==> src/rtl/dstq_pkg.sv <==
`timescale 1ns / 1ps
`default_nettype none
// Package for the deadline sorted task queue: sizes, codes, payload and control types.
// No dependencies; every other file of the block imports it.

package dstq_pkg;

  // Table sizes and time width.
  localparam int ACTIVE_DEPTH  = 16;
  localparam int OVERDUE_DEPTH = 8;
  localparam int TIME_BITS     = 32;
  localparam int ID_BITS       = 8;

  // Derived widths.
  localparam int IDX_W = $clog2(ACTIVE_DEPTH);
  localparam int CNT_W = $clog2(ACTIVE_DEPTH + 1);
  localparam int OV_W  = $clog2(OVERDUE_DEPTH + 1);

  // Command codes.
  typedef enum logic [1:0] {
    CMD_INSERT  = 2'd0,
    CMD_REMOVE  = 2'd1,
    CMD_CLEANUP = 2'd2,
    CMD_TRIM    = 2'd3
  } cmd_e;

  // Result status codes.
  typedef enum logic [2:0] {
    STAT_OK        = 3'd0,
    STAT_FULL      = 3'd1,
    STAT_NOT_FOUND = 3'd2,
    STAT_EMPTY     = 3'd3,
    STAT_DROPPED   = 3'd4
  } status_e;

  // Sequencer states.
  typedef enum logic [2:0] {
    S_IDLE,
    S_SEARCH,
    S_UPDATE,
    S_CLEAN,
    S_TRIM,
    S_DONE
  } state_e;

  // Request payload.
  typedef struct packed {
    cmd_e                 cmd;
    logic [ID_BITS-1:0]   task_id;
    logic [TIME_BITS-1:0] deadline;
    logic [TIME_BITS-1:0] now;
  } req_t;

  // Response payload.
  typedef struct packed {
    status_e              status;
    logic [IDX_W-1:0]     position;
    logic [CNT_W-1:0]     active_count;
    logic [OV_W-1:0]      overdue_count;
    logic [CNT_W-1:0]     moved_count;
    logic [ID_BITS-1:0]   head_id;
    logic [TIME_BITS-1:0] head_deadline;
  } rsp_t;

  // Datapath controls produced by the sequencer.
  typedef struct packed {
    logic             ld_req;
    logic             idx_inc;
    logic             set_pos;
    logic             wr_ins;
    logic             wr_del;
    logic             del_head;
    logic             used_inc;
    logic             used_dec;
    logic             ov_inc;
    logic             ov_dec;
    logic             moved_inc;
    logic             set_status;
    status_e          status_val;
    logic             ld_out;
  } ctrl_t;

endpackage : dstq_pkg

`default_nettype wire

==> src/rtl/dstq_if.sv <==
`timescale 1ns / 1ps
`default_nettype none
// Valid/ready channel interfaces for the request and response transactions.
// Depends on dstq_pkg for the payload types.

interface dstq_req_if import dstq_pkg::*; ();
  logic valid;
  logic ready;
  req_t payload;

  modport source (output valid, output payload, input ready);
  modport sink (input valid, input payload, output ready);
endinterface : dstq_req_if

interface dstq_rsp_if import dstq_pkg::*; ();
  logic valid;
  logic ready;
  rsp_t payload;

  modport source (output valid, output payload, input ready);
  modport sink (input valid, input payload, output ready);
endinterface : dstq_rsp_if

`default_nettype wire

==> src/rtl/deadline_sorted_task_queue.sv <==
`timescale 1ns / 1ps
`default_nettype none
// Top level of the earliest-deadline-first task queue.
// Depends on dstq_pkg and on the channel interfaces in dstq_if.sv.
//
// Usage: each request transaction on req_i carries one command (insert, remove by id,
// cleanup of overdue tasks, or trim of the oldest overdue entry). Every command gives
// exactly one response transaction on rsp_o with status, counts and the head task.
// The active table is a row of registers kept sorted by deadline; one shared magnitude
// comparator walks it one entry a cycle under a small sequencer.
// Steps from the request transaction to the response: insert scans the table up to its
// rank, then passes update and done, and a refused insert goes from search to done;
// remove scans up to the matching entry, then update and done, or the whole active
// count when the id is absent; cleanup moves one overdue head per clean step; trim
// passes trim and done. One command is worked at a time; req_i.ready is high only
// between commands.
// The response sits in an output register, so the next request is accepted while it
// waits; if the receiver stalls, a finished second command holds until the register frees.
// Reset empties the active table and the overdue queue and drops any pending response.
// Only the overdue count is visible at the ports, so the overdue queue keeps its count.

module deadline_sorted_task_queue import dstq_pkg::*; (
  input  wire      clk_i,
  input  wire      rst_ni,
  dstq_req_if.sink   req_i,
  dstq_rsp_if.source rsp_o
);

  // State and datapath registers.
  state_e                state_q, state_d;
  ctrl_t                 ctrl;
  cmd_e                  cmd_q;
  logic [ID_BITS-1:0]    id_q;
  logic [TIME_BITS-1:0]  dl_q;
  logic [TIME_BITS-1:0]  now_q;
  logic [CNT_W-1:0]      idx_q;
  logic [IDX_W-1:0]      pos_q;
  logic [IDX_W-1:0]      res_pos_q;
  logic [CNT_W-1:0]      moved_q;
  status_e               status_q;
  logic [CNT_W-1:0]      used_q;
  logic [OV_W-1:0]       ov_q;
  logic [TIME_BITS-1:0]  ent_dl_q [ACTIVE_DEPTH];
  logic [ID_BITS-1:0]    ent_id_q [ACTIVE_DEPTH];
  logic                  out_valid_q;
  rsp_t                  out_q;

  // Shared comparator and scan helpers.
  logic [TIME_BITS-1:0]  cmp_a, cmp_b;
  logic                  cmp_lt;
  logic [IDX_W-1:0]      rd_idx;
  logic                  in_range;
  logic                  id_hit;
  logic                  table_full;
  logic                  ov_full;
  logic [IDX_W-1:0]      del_pos;
  logic                  req_fire;
  rsp_t                  rsp_d;

  assign req_fire   = req_i.valid && req_i.ready;
  assign rd_idx     = idx_q[IDX_W-1:0];
  assign in_range   = idx_q < used_q;
  assign id_hit     = ent_id_q[rd_idx] == id_q;
  assign table_full = used_q == CNT_W'(ACTIVE_DEPTH);
  assign ov_full    = ov_q == OV_W'(OVERDUE_DEPTH);
  assign del_pos    = ctrl.del_head ? '0 : pos_q;

  // The one magnitude comparator: insert asks whether the new deadline is earlier than
  // the scanned entry, cleanup asks whether the head deadline is earlier than now.
  always_comb begin
    if (state_q == S_CLEAN) begin
      cmp_a = ent_dl_q[0];
      cmp_b = now_q;
    end else begin
      cmp_a = dl_q;
      cmp_b = ent_dl_q[rd_idx];
    end
  end
  assign cmp_lt = cmp_a < cmp_b;

  // Next-state logic.
  always_comb begin
    state_d = state_q;
    case (state_q)
      S_IDLE: begin
        if (req_fire) begin
          case (req_i.payload.cmd)
            CMD_INSERT:  state_d = S_SEARCH;
            CMD_REMOVE:  state_d = S_SEARCH;
            CMD_CLEANUP: state_d = S_CLEAN;
            CMD_TRIM:    state_d = S_TRIM;
            default:     state_d = S_TRIM;
          endcase
        end
      end
      S_SEARCH: begin
        if (cmd_q == CMD_INSERT) begin
          if (table_full) begin
            state_d = S_DONE;
          end else if (!in_range || cmp_lt) begin
            state_d = S_UPDATE;
          end
        end else begin
          if (!in_range) begin
            state_d = S_DONE;
          end else if (id_hit) begin
            state_d = S_UPDATE;
          end
        end
      end
      S_UPDATE: state_d = S_DONE;
      S_CLEAN: begin
        if (!(used_q != '0 && cmp_lt)) begin
          state_d = S_DONE;
        end
      end
      S_TRIM: state_d = S_DONE;
      S_DONE: begin
        if (!out_valid_q || rsp_o.ready) begin
          state_d = S_IDLE;
        end
      end
      default: state_d = S_IDLE;
    endcase
  end

  // Control outputs of the sequencer.
  always_comb begin
    ctrl            = '0;
    ctrl.status_val = STAT_OK;
    case (state_q)
      S_IDLE: begin
        ctrl.ld_req = req_fire;
      end
      S_SEARCH: begin
        if (cmd_q == CMD_INSERT) begin
          if (table_full) begin
            ctrl.set_status = 1'b1;
            ctrl.status_val = STAT_FULL;
          end else if (!in_range || cmp_lt) begin
            ctrl.set_pos = 1'b1;
          end else begin
            ctrl.idx_inc = 1'b1;
          end
        end else begin
          if (!in_range) begin
            ctrl.set_status = 1'b1;
            ctrl.status_val = (used_q == '0) ? STAT_EMPTY : STAT_NOT_FOUND;
          end else if (id_hit) begin
            ctrl.set_pos = 1'b1;
          end else begin
            ctrl.idx_inc = 1'b1;
          end
        end
      end
      S_UPDATE: begin
        if (cmd_q == CMD_INSERT) begin
          ctrl.wr_ins   = 1'b1;
          ctrl.used_inc = 1'b1;
        end else begin
          ctrl.wr_del   = 1'b1;
          ctrl.used_dec = 1'b1;
        end
      end
      S_CLEAN: begin
        if (used_q != '0 && cmp_lt) begin
          ctrl.wr_del    = 1'b1;
          ctrl.del_head  = 1'b1;
          ctrl.used_dec  = 1'b1;
          ctrl.moved_inc = 1'b1;
          if (ov_full) begin
            ctrl.set_status = 1'b1;
            ctrl.status_val = STAT_DROPPED;
          end else begin
            ctrl.ov_inc = 1'b1;
          end
        end
      end
      S_TRIM: begin
        if (ov_q == '0) begin
          ctrl.set_status = 1'b1;
          ctrl.status_val = STAT_EMPTY;
        end else begin
          ctrl.ov_dec = 1'b1;
        end
      end
      S_DONE: begin
        ctrl.ld_out = !out_valid_q || rsp_o.ready;
      end
      default: ctrl = '0;
    endcase
  end

  // Control registers.
  always_ff @(posedge clk_i or negedge rst_ni) begin
    if (!rst_ni) begin
      state_q     <= S_IDLE;
      used_q      <= '0;
      ov_q        <= '0;
      out_valid_q <= 1'b0;
    end else begin
      state_q <= state_d;
      if (ctrl.used_inc) begin
        used_q <= used_q + CNT_W'(1);
      end else if (ctrl.used_dec) begin
        used_q <= used_q - CNT_W'(1);
      end
      if (ctrl.ov_inc) begin
        ov_q <= ov_q + OV_W'(1);
      end else if (ctrl.ov_dec) begin
        ov_q <= ov_q - OV_W'(1);
      end
      if (ctrl.ld_out) begin
        out_valid_q <= 1'b1;
      end else if (rsp_o.ready) begin
        out_valid_q <= 1'b0;
      end
    end
  end

  // Per-command working registers.
  always_ff @(posedge clk_i) begin
    if (ctrl.ld_req) begin
      cmd_q     <= req_i.payload.cmd;
      id_q      <= req_i.payload.task_id;
      dl_q      <= req_i.payload.deadline;
      now_q     <= req_i.payload.now;
      idx_q     <= '0;
      moved_q   <= '0;
      res_pos_q <= '0;
      status_q  <= STAT_OK;
    end else begin
      if (ctrl.idx_inc) begin
        idx_q <= idx_q + CNT_W'(1);
      end
      if (ctrl.moved_inc) begin
        moved_q <= moved_q + CNT_W'(1);
      end
      if (ctrl.set_status) begin
        status_q <= ctrl.status_val;
      end
      if (ctrl.wr_ins) begin
        res_pos_q <= pos_q;
      end
    end
    if (ctrl.set_pos) begin
      pos_q <= rd_idx;
    end
  end

  // Active table: one shift of the whole row opens or closes a slot.
  always_ff @(posedge clk_i) begin
    for (int j = 0; j < ACTIVE_DEPTH; j++) begin
      if (ctrl.wr_ins) begin
        if (IDX_W'(j) == pos_q) begin
          ent_dl_q[j] <= dl_q;
          ent_id_q[j] <= id_q;
        end else if (j > 0 && IDX_W'(j) > pos_q) begin
          ent_dl_q[j] <= ent_dl_q[(j > 0) ? j - 1 : 0];
          ent_id_q[j] <= ent_id_q[(j > 0) ? j - 1 : 0];
        end
      end else if (ctrl.wr_del) begin
        if (j < ACTIVE_DEPTH - 1 && IDX_W'(j) >= del_pos) begin
          ent_dl_q[j] <= ent_dl_q[(j < ACTIVE_DEPTH - 1) ? j + 1 : j];
          ent_id_q[j] <= ent_id_q[(j < ACTIVE_DEPTH - 1) ? j + 1 : j];
        end
      end
    end
  end

  // Response assembly from the state after the command.
  always_comb begin
    rsp_d.status        = status_q;
    rsp_d.position      = res_pos_q;
    rsp_d.active_count  = used_q;
    rsp_d.overdue_count = ov_q;
    rsp_d.moved_count   = moved_q;
    if (used_q != '0) begin
      rsp_d.head_id       = ent_id_q[0];
      rsp_d.head_deadline = ent_dl_q[0];
    end else begin
      rsp_d.head_id       = '0;
      rsp_d.head_deadline = '0;
    end
  end

  // Output register.
  always_ff @(posedge clk_i) begin
    if (ctrl.ld_out) begin
      out_q <= rsp_d;
    end
  end

  assign req_i.ready   = state_q == S_IDLE;
  assign rsp_o.valid   = out_valid_q;
  assign rsp_o.payload = out_q;

endmodule : deadline_sorted_task_queue

`default_nettype wire
==> src/flat_wrapper.sv <==
// flat-port wrapper written by rule: the top's interface ports become plain ports
module deadline_sorted_task_queue_flat import dstq_pkg::*;
  (clk_i, rst_ni, req_i_valid, req_i_payload, req_i_ready, rsp_o_valid, rsp_o_payload, rsp_o_ready);
  dstq_req_if req_i_i ();
  dstq_rsp_if rsp_o_i ();
  input  wire clk_i;
  input  wire rst_ni;
  input wire logic [$bits(req_i_i.valid)-1:0] req_i_valid;
  input wire logic [$bits(req_i_i.payload)-1:0] req_i_payload;
  output wire logic [$bits(req_i_i.ready)-1:0] req_i_ready;
  output wire logic [$bits(rsp_o_i.valid)-1:0] rsp_o_valid;
  output wire logic [$bits(rsp_o_i.payload)-1:0] rsp_o_payload;
  input wire logic [$bits(rsp_o_i.ready)-1:0] rsp_o_ready;
  assign req_i_i.valid = req_i_valid;
  assign req_i_i.payload = req_i_payload;
  assign req_i_ready = req_i_i.ready;
  assign rsp_o_valid = rsp_o_i.valid;
  assign rsp_o_payload = rsp_o_i.payload;
  assign rsp_o_i.ready = rsp_o_ready;
  deadline_sorted_task_queue u_core (.clk_i(clk_i), .rst_ni(rst_ni), .req_i(req_i_i), .rsp_o(rsp_o_i));
endmodule
==> config.mk <==
export PLATFORM = sky130hd
export DESIGN_NAME = deadline_sorted_task_queue_flat
export DESIGN_NICKNAME = d
export VERILOG_FILES = /design/src/rtl/dstq_pkg.sv /design/src/rtl/dstq_if.sv /design/src/rtl/deadline_sorted_task_queue.sv /design/src/flat_wrapper.sv
export SDC_FILE = /design/constraint.sdc
export NUM_CORES = 2
export LEC_CHECK = 0
export BUFFER_PORTS_ARGS = -buffer_cell sky130_fd_sc_hd__buf_2
export CAP_MARGIN = 20
export CORE_MARGIN = 2
export CORE_UTILIZATION = 45
export CTS_CLUSTER_SIZE = 25
export DETAILED_ROUTE_END_ITERATION = 7
export PLACE_DENSITY = 0.65
export SYNTH_ARGS = -nofsm -noshare
export SYNTH_HDL_FRONTEND = slang
export SYNTH_SLANG_ARGS = --single-unit
==> constraint.sdc <==
create_clock -name clk_i -period 19.7 [get_ports clk_i]
set_input_delay 0.985 -clock clk_i [delete_from_list [all_inputs] [get_ports clk_i]]
set_output_delay 0.985 -clock clk_i [all_outputs]
set_load 0.05 [all_outputs]
==> results by group <==
Status
  – Status: completed

Final layout
  – Finished Cell Area: 0.0492 mm²
  – Total Nets Final: 3608
  – Area Overhead vs Synth: 10.3%
  – Final Non-Filler Cells: 4849
  – Share of cells above drive strength 1: 19.8%
  – Final Core Density: 50.1%

Power
  – Clock Power Share: 21.6%
  – Power per cell area: 158 mW/mm²
  – Worst VDD drop: 0.133 mV
  – P_int: 4.71 mW
  – Tot Pwr: 7.75 mW
  – Leak pwr: 18.1 nW
  – Comb pwr share: 38.7%
  – Sequential Power Share: 39.7%
  – Sw Ratio: 39.3%
  – Switching power: 3.05 mW

Synth
  – Synth area leaders: edfxtp_1 (52%), mux2i_1 (13%), mux4_2 (9.8%), a21oi_1 (5.7%), nor2_1 (4.4%)
  – Gate count after technology mapping: 3517
  – Leading area contributor after synthesis: edfxtp_1
  – Post-synth ARST share: 1.60%
  – Post-synth top cells: edfxtp_1 (779), mux2i_1 (569), nor2_1 (522)
  – Main synth FF type: edfxtp_1
  – Number of enable flip-flop cells after synthesis: 779
  – Mean Syn Cell Area: 12.7 µm²
  – Mapped Nets: 3639
  – Yosys top cell area share: 52.4%
  – Count leader, synth: edfxtp_1
  – Seq/Total Area, Yosys: 54.1%
  – Netlist Area Pre-Place: 0.0446 mm²
  – Synth warn: 0
  – Count of state elements after synthesis: 813
  – Netlist cell types: 55

Global routing
  – Met3 usage: 4.71%
  – Total grt overflow: 0
  – Grt met2 use: 44.2%
  – Initial antenna violation count: 2
  – Largest net degree at the start of global routing: 61
  – Overall Global Routing Usage: 27.4%
  – GR met1 Demand/Resource: 37.0%
  – Global route hottest layer: met2
  – Global-route wire length before repair: 206 mm
  – Vias in the first global route: 29900

Clock tree
  – Clk root buf: clkbuf_16
  – CTS tree: done
  – Clock transition at path regs: 0.06 ns
  – Hold Buf Count CTS: 0
  – Post-cts sizing count: 0
  – Total CTS buffers: 92
  – CTS H-tree depth: 3
  – CTS Sinks: 813
  – Postcts setup bufs: 0
  – Max clock buf depth: 3
  – Worst skew pair latency: 0.67 ns

Detailed routing
  – Starting DRT DRC Count: 4072
  – WL final: 141 mm
  – Via count: 30700
  – Remaining DRCs: 0
  – Vias per Instance: 6.34
  – Drt wl/cell: 29.0 µm
  – Antenna Nets Post-Route: 0
  – Pre-Repair DR Iteration Count: 6

Hold path
  – Class of the worst hold path: in2async

Setup path
  – CP arrival: 8.85 ns
  – R2R Setup Slk: 11.21 ns
  – Critical register-to-register path endpoint: u_core.ent_dl_q[10][4]$_DFFE_PP_
  – CP required: 20.06 ns
  – CP Capture Type: flip-flop
  – Worst reg2reg path depth: 14
  – Crit Path Max Fanout: 52
  – Crit Path Category: reg2reg
  – CP Launch Type: flip-flop

Timing
  – Final Max Tran Viols: 0
  – Slew @ Worst Pin: 1.17 ns
  – Period utilization: 43.1%
  – WHS: 0.221 ns
  – Max frequency: 118 MHz
  – RSZ-0062 raised after global routing: no
  – Final hold vios: 0
  – Final worst clock skew: 0.0315 ns
  – PnR worst setup slack: 11.21 ns
  – Final number of setup-violating endpoints: 0
  – Sum Neg Setup Slack: 0 ns
  – Crit path time final: 8.49 ns
  – Max-slew headroom: 22.3%

Placement
  – Placed Cells: 4678
  – RD Place Congestion: 0.821
  – Detail Placement HPWL: 82.3 mm
  – Setup WS pre-CTS: 11.21 ns
  – # port buffers: 140
  – DP Area: 0.0463 mm²

Floorplan
  – Die Width: 319 µm
  – Die height: 319 µm
  – CORE AREA: 0.0983 mm²
  – Initial Utilization: 45.4%
  – Die area: 0.102 mm²
  – # IOs: 141
  – Row count: 115

Run
  – Max-cap violations: 0
-- power by group through the flow --
stage / Clock (mW) / Combinational [mW] / Sequential (mW)
floorplan: 0 / 2.05 / 2.99
global placement: 0 / 2.90 / 3.09
detailed placement: 0 / 2.96 / 3.10
CTS: 1.69 / 2.97 / 3.07
global route: 1.76 / 3.19 / 3.13
finish: 1.67 / 3.00 / 3.08
-- sequential cells by signal, indices dropped and copies added (netlist names), 5 cells and up, named ones only --
signal                cells
u_core.dl_q              32
u_core.ent_dl_q         512
u_core.ent_id_q         128
u_core.id_q               8
u_core.idx_q              5
u_core.moved_q            5
u_core.now_q             32
u_core.rsp_o.payload     61
u_core.used_q             5
-- critical path, stage by stage, from the launching register on --
cell and delay [ns]:
dfxtp_4 0.73, buf_4 0.78, buf_4 0.84, mux4_2 0.64, mux4_2 0.47, mux2i_1 0.15, ha_1 0.23, nand4_1 0.30
nor4_1 0.91, o2111ai_1 0.27, o221a_2 0.32, and3_2 0.55, o21ai_4 0.90, buf_4 0.72, a21oi_1 0.16
-- cell usage in the layout (no fill, tap or decap), types with 21 or more instances in the layout --
master     count
nand2_1       78
a22o_1        41
a21o_1        47
mux4_2       194
ha_1          42
clkinv_2      21
nor2_1       514
mux2_2       112
o21ai_4       22
edfxtp_1     779
buf_2        140
buf_4         66
mux2i_1      569
nor2b_1       40
o21ai_0       57
clkbuf_16     93
a21oi_1      505
clkinv_1      22
-- final cells by class --
cell class / instances / area [µm²]
Inverter: 9 / 37.5
Sequential cell: 813 / 24200
Clock inverter: 57 / 433
Tap cell: 1287 / 1610
Clock buffer: 112 / 2420
Antenna cell: 1 / 2.50
Timing Repair Buffer: 207 / 1220
Multi-Input combinational cell: 2363 / 19300
Fill cell: 8591 / 49100
-- cell families (layout without fill, tap and decap cells) --
logic type	Yosys count	after routing	share of synthesized area [%]
mux	875	875	25.4
flops	813	813	54.1
simple gates	721	721	6.70
compound gates	704	704	8.85
buf+inv	341	385	3.32
fa+ha+maj	44	44	1.27
xor+xnor	19	19	0.373
other cells	0	1	0
-- worst max path at each step --
| stage | end | cells past startpoint |
|---|---|---|
| floorplan | u_core.ent_dl_q[10][0]$_DFFE_PP_ | 15 |
| global route | u_core.ent_dl_q[12][4]$_DFFE_PP_ | 15 |
| detailed placement | u_core.ent_dl_q[11][9]$_DFFE_PP_ | 14 |
| finish | u_core.ent_dl_q[10][4]$_DFFE_PP_ | 14 |
| CTS | u_core.ent_dl_q[10][4]$_DFFE_PP_ | 14 |
| global placement | u_core.ent_dl_q[3][13]$_DFFE_PP_ | 14 |
-- per-layer routing --
| metal | vias to the layer above | share of wire, % |
|---|---|---|
| met2 | 1723 | 47 |
| met3 | 324 | 9.3 |
| li1 | 13300 | - |
| met1 | 15400 | 40 |
| met4 | 2 | 3.8 |
| met5 | - | 0.0071 |
No activity file was read; power rests on OpenSTA's default activity.
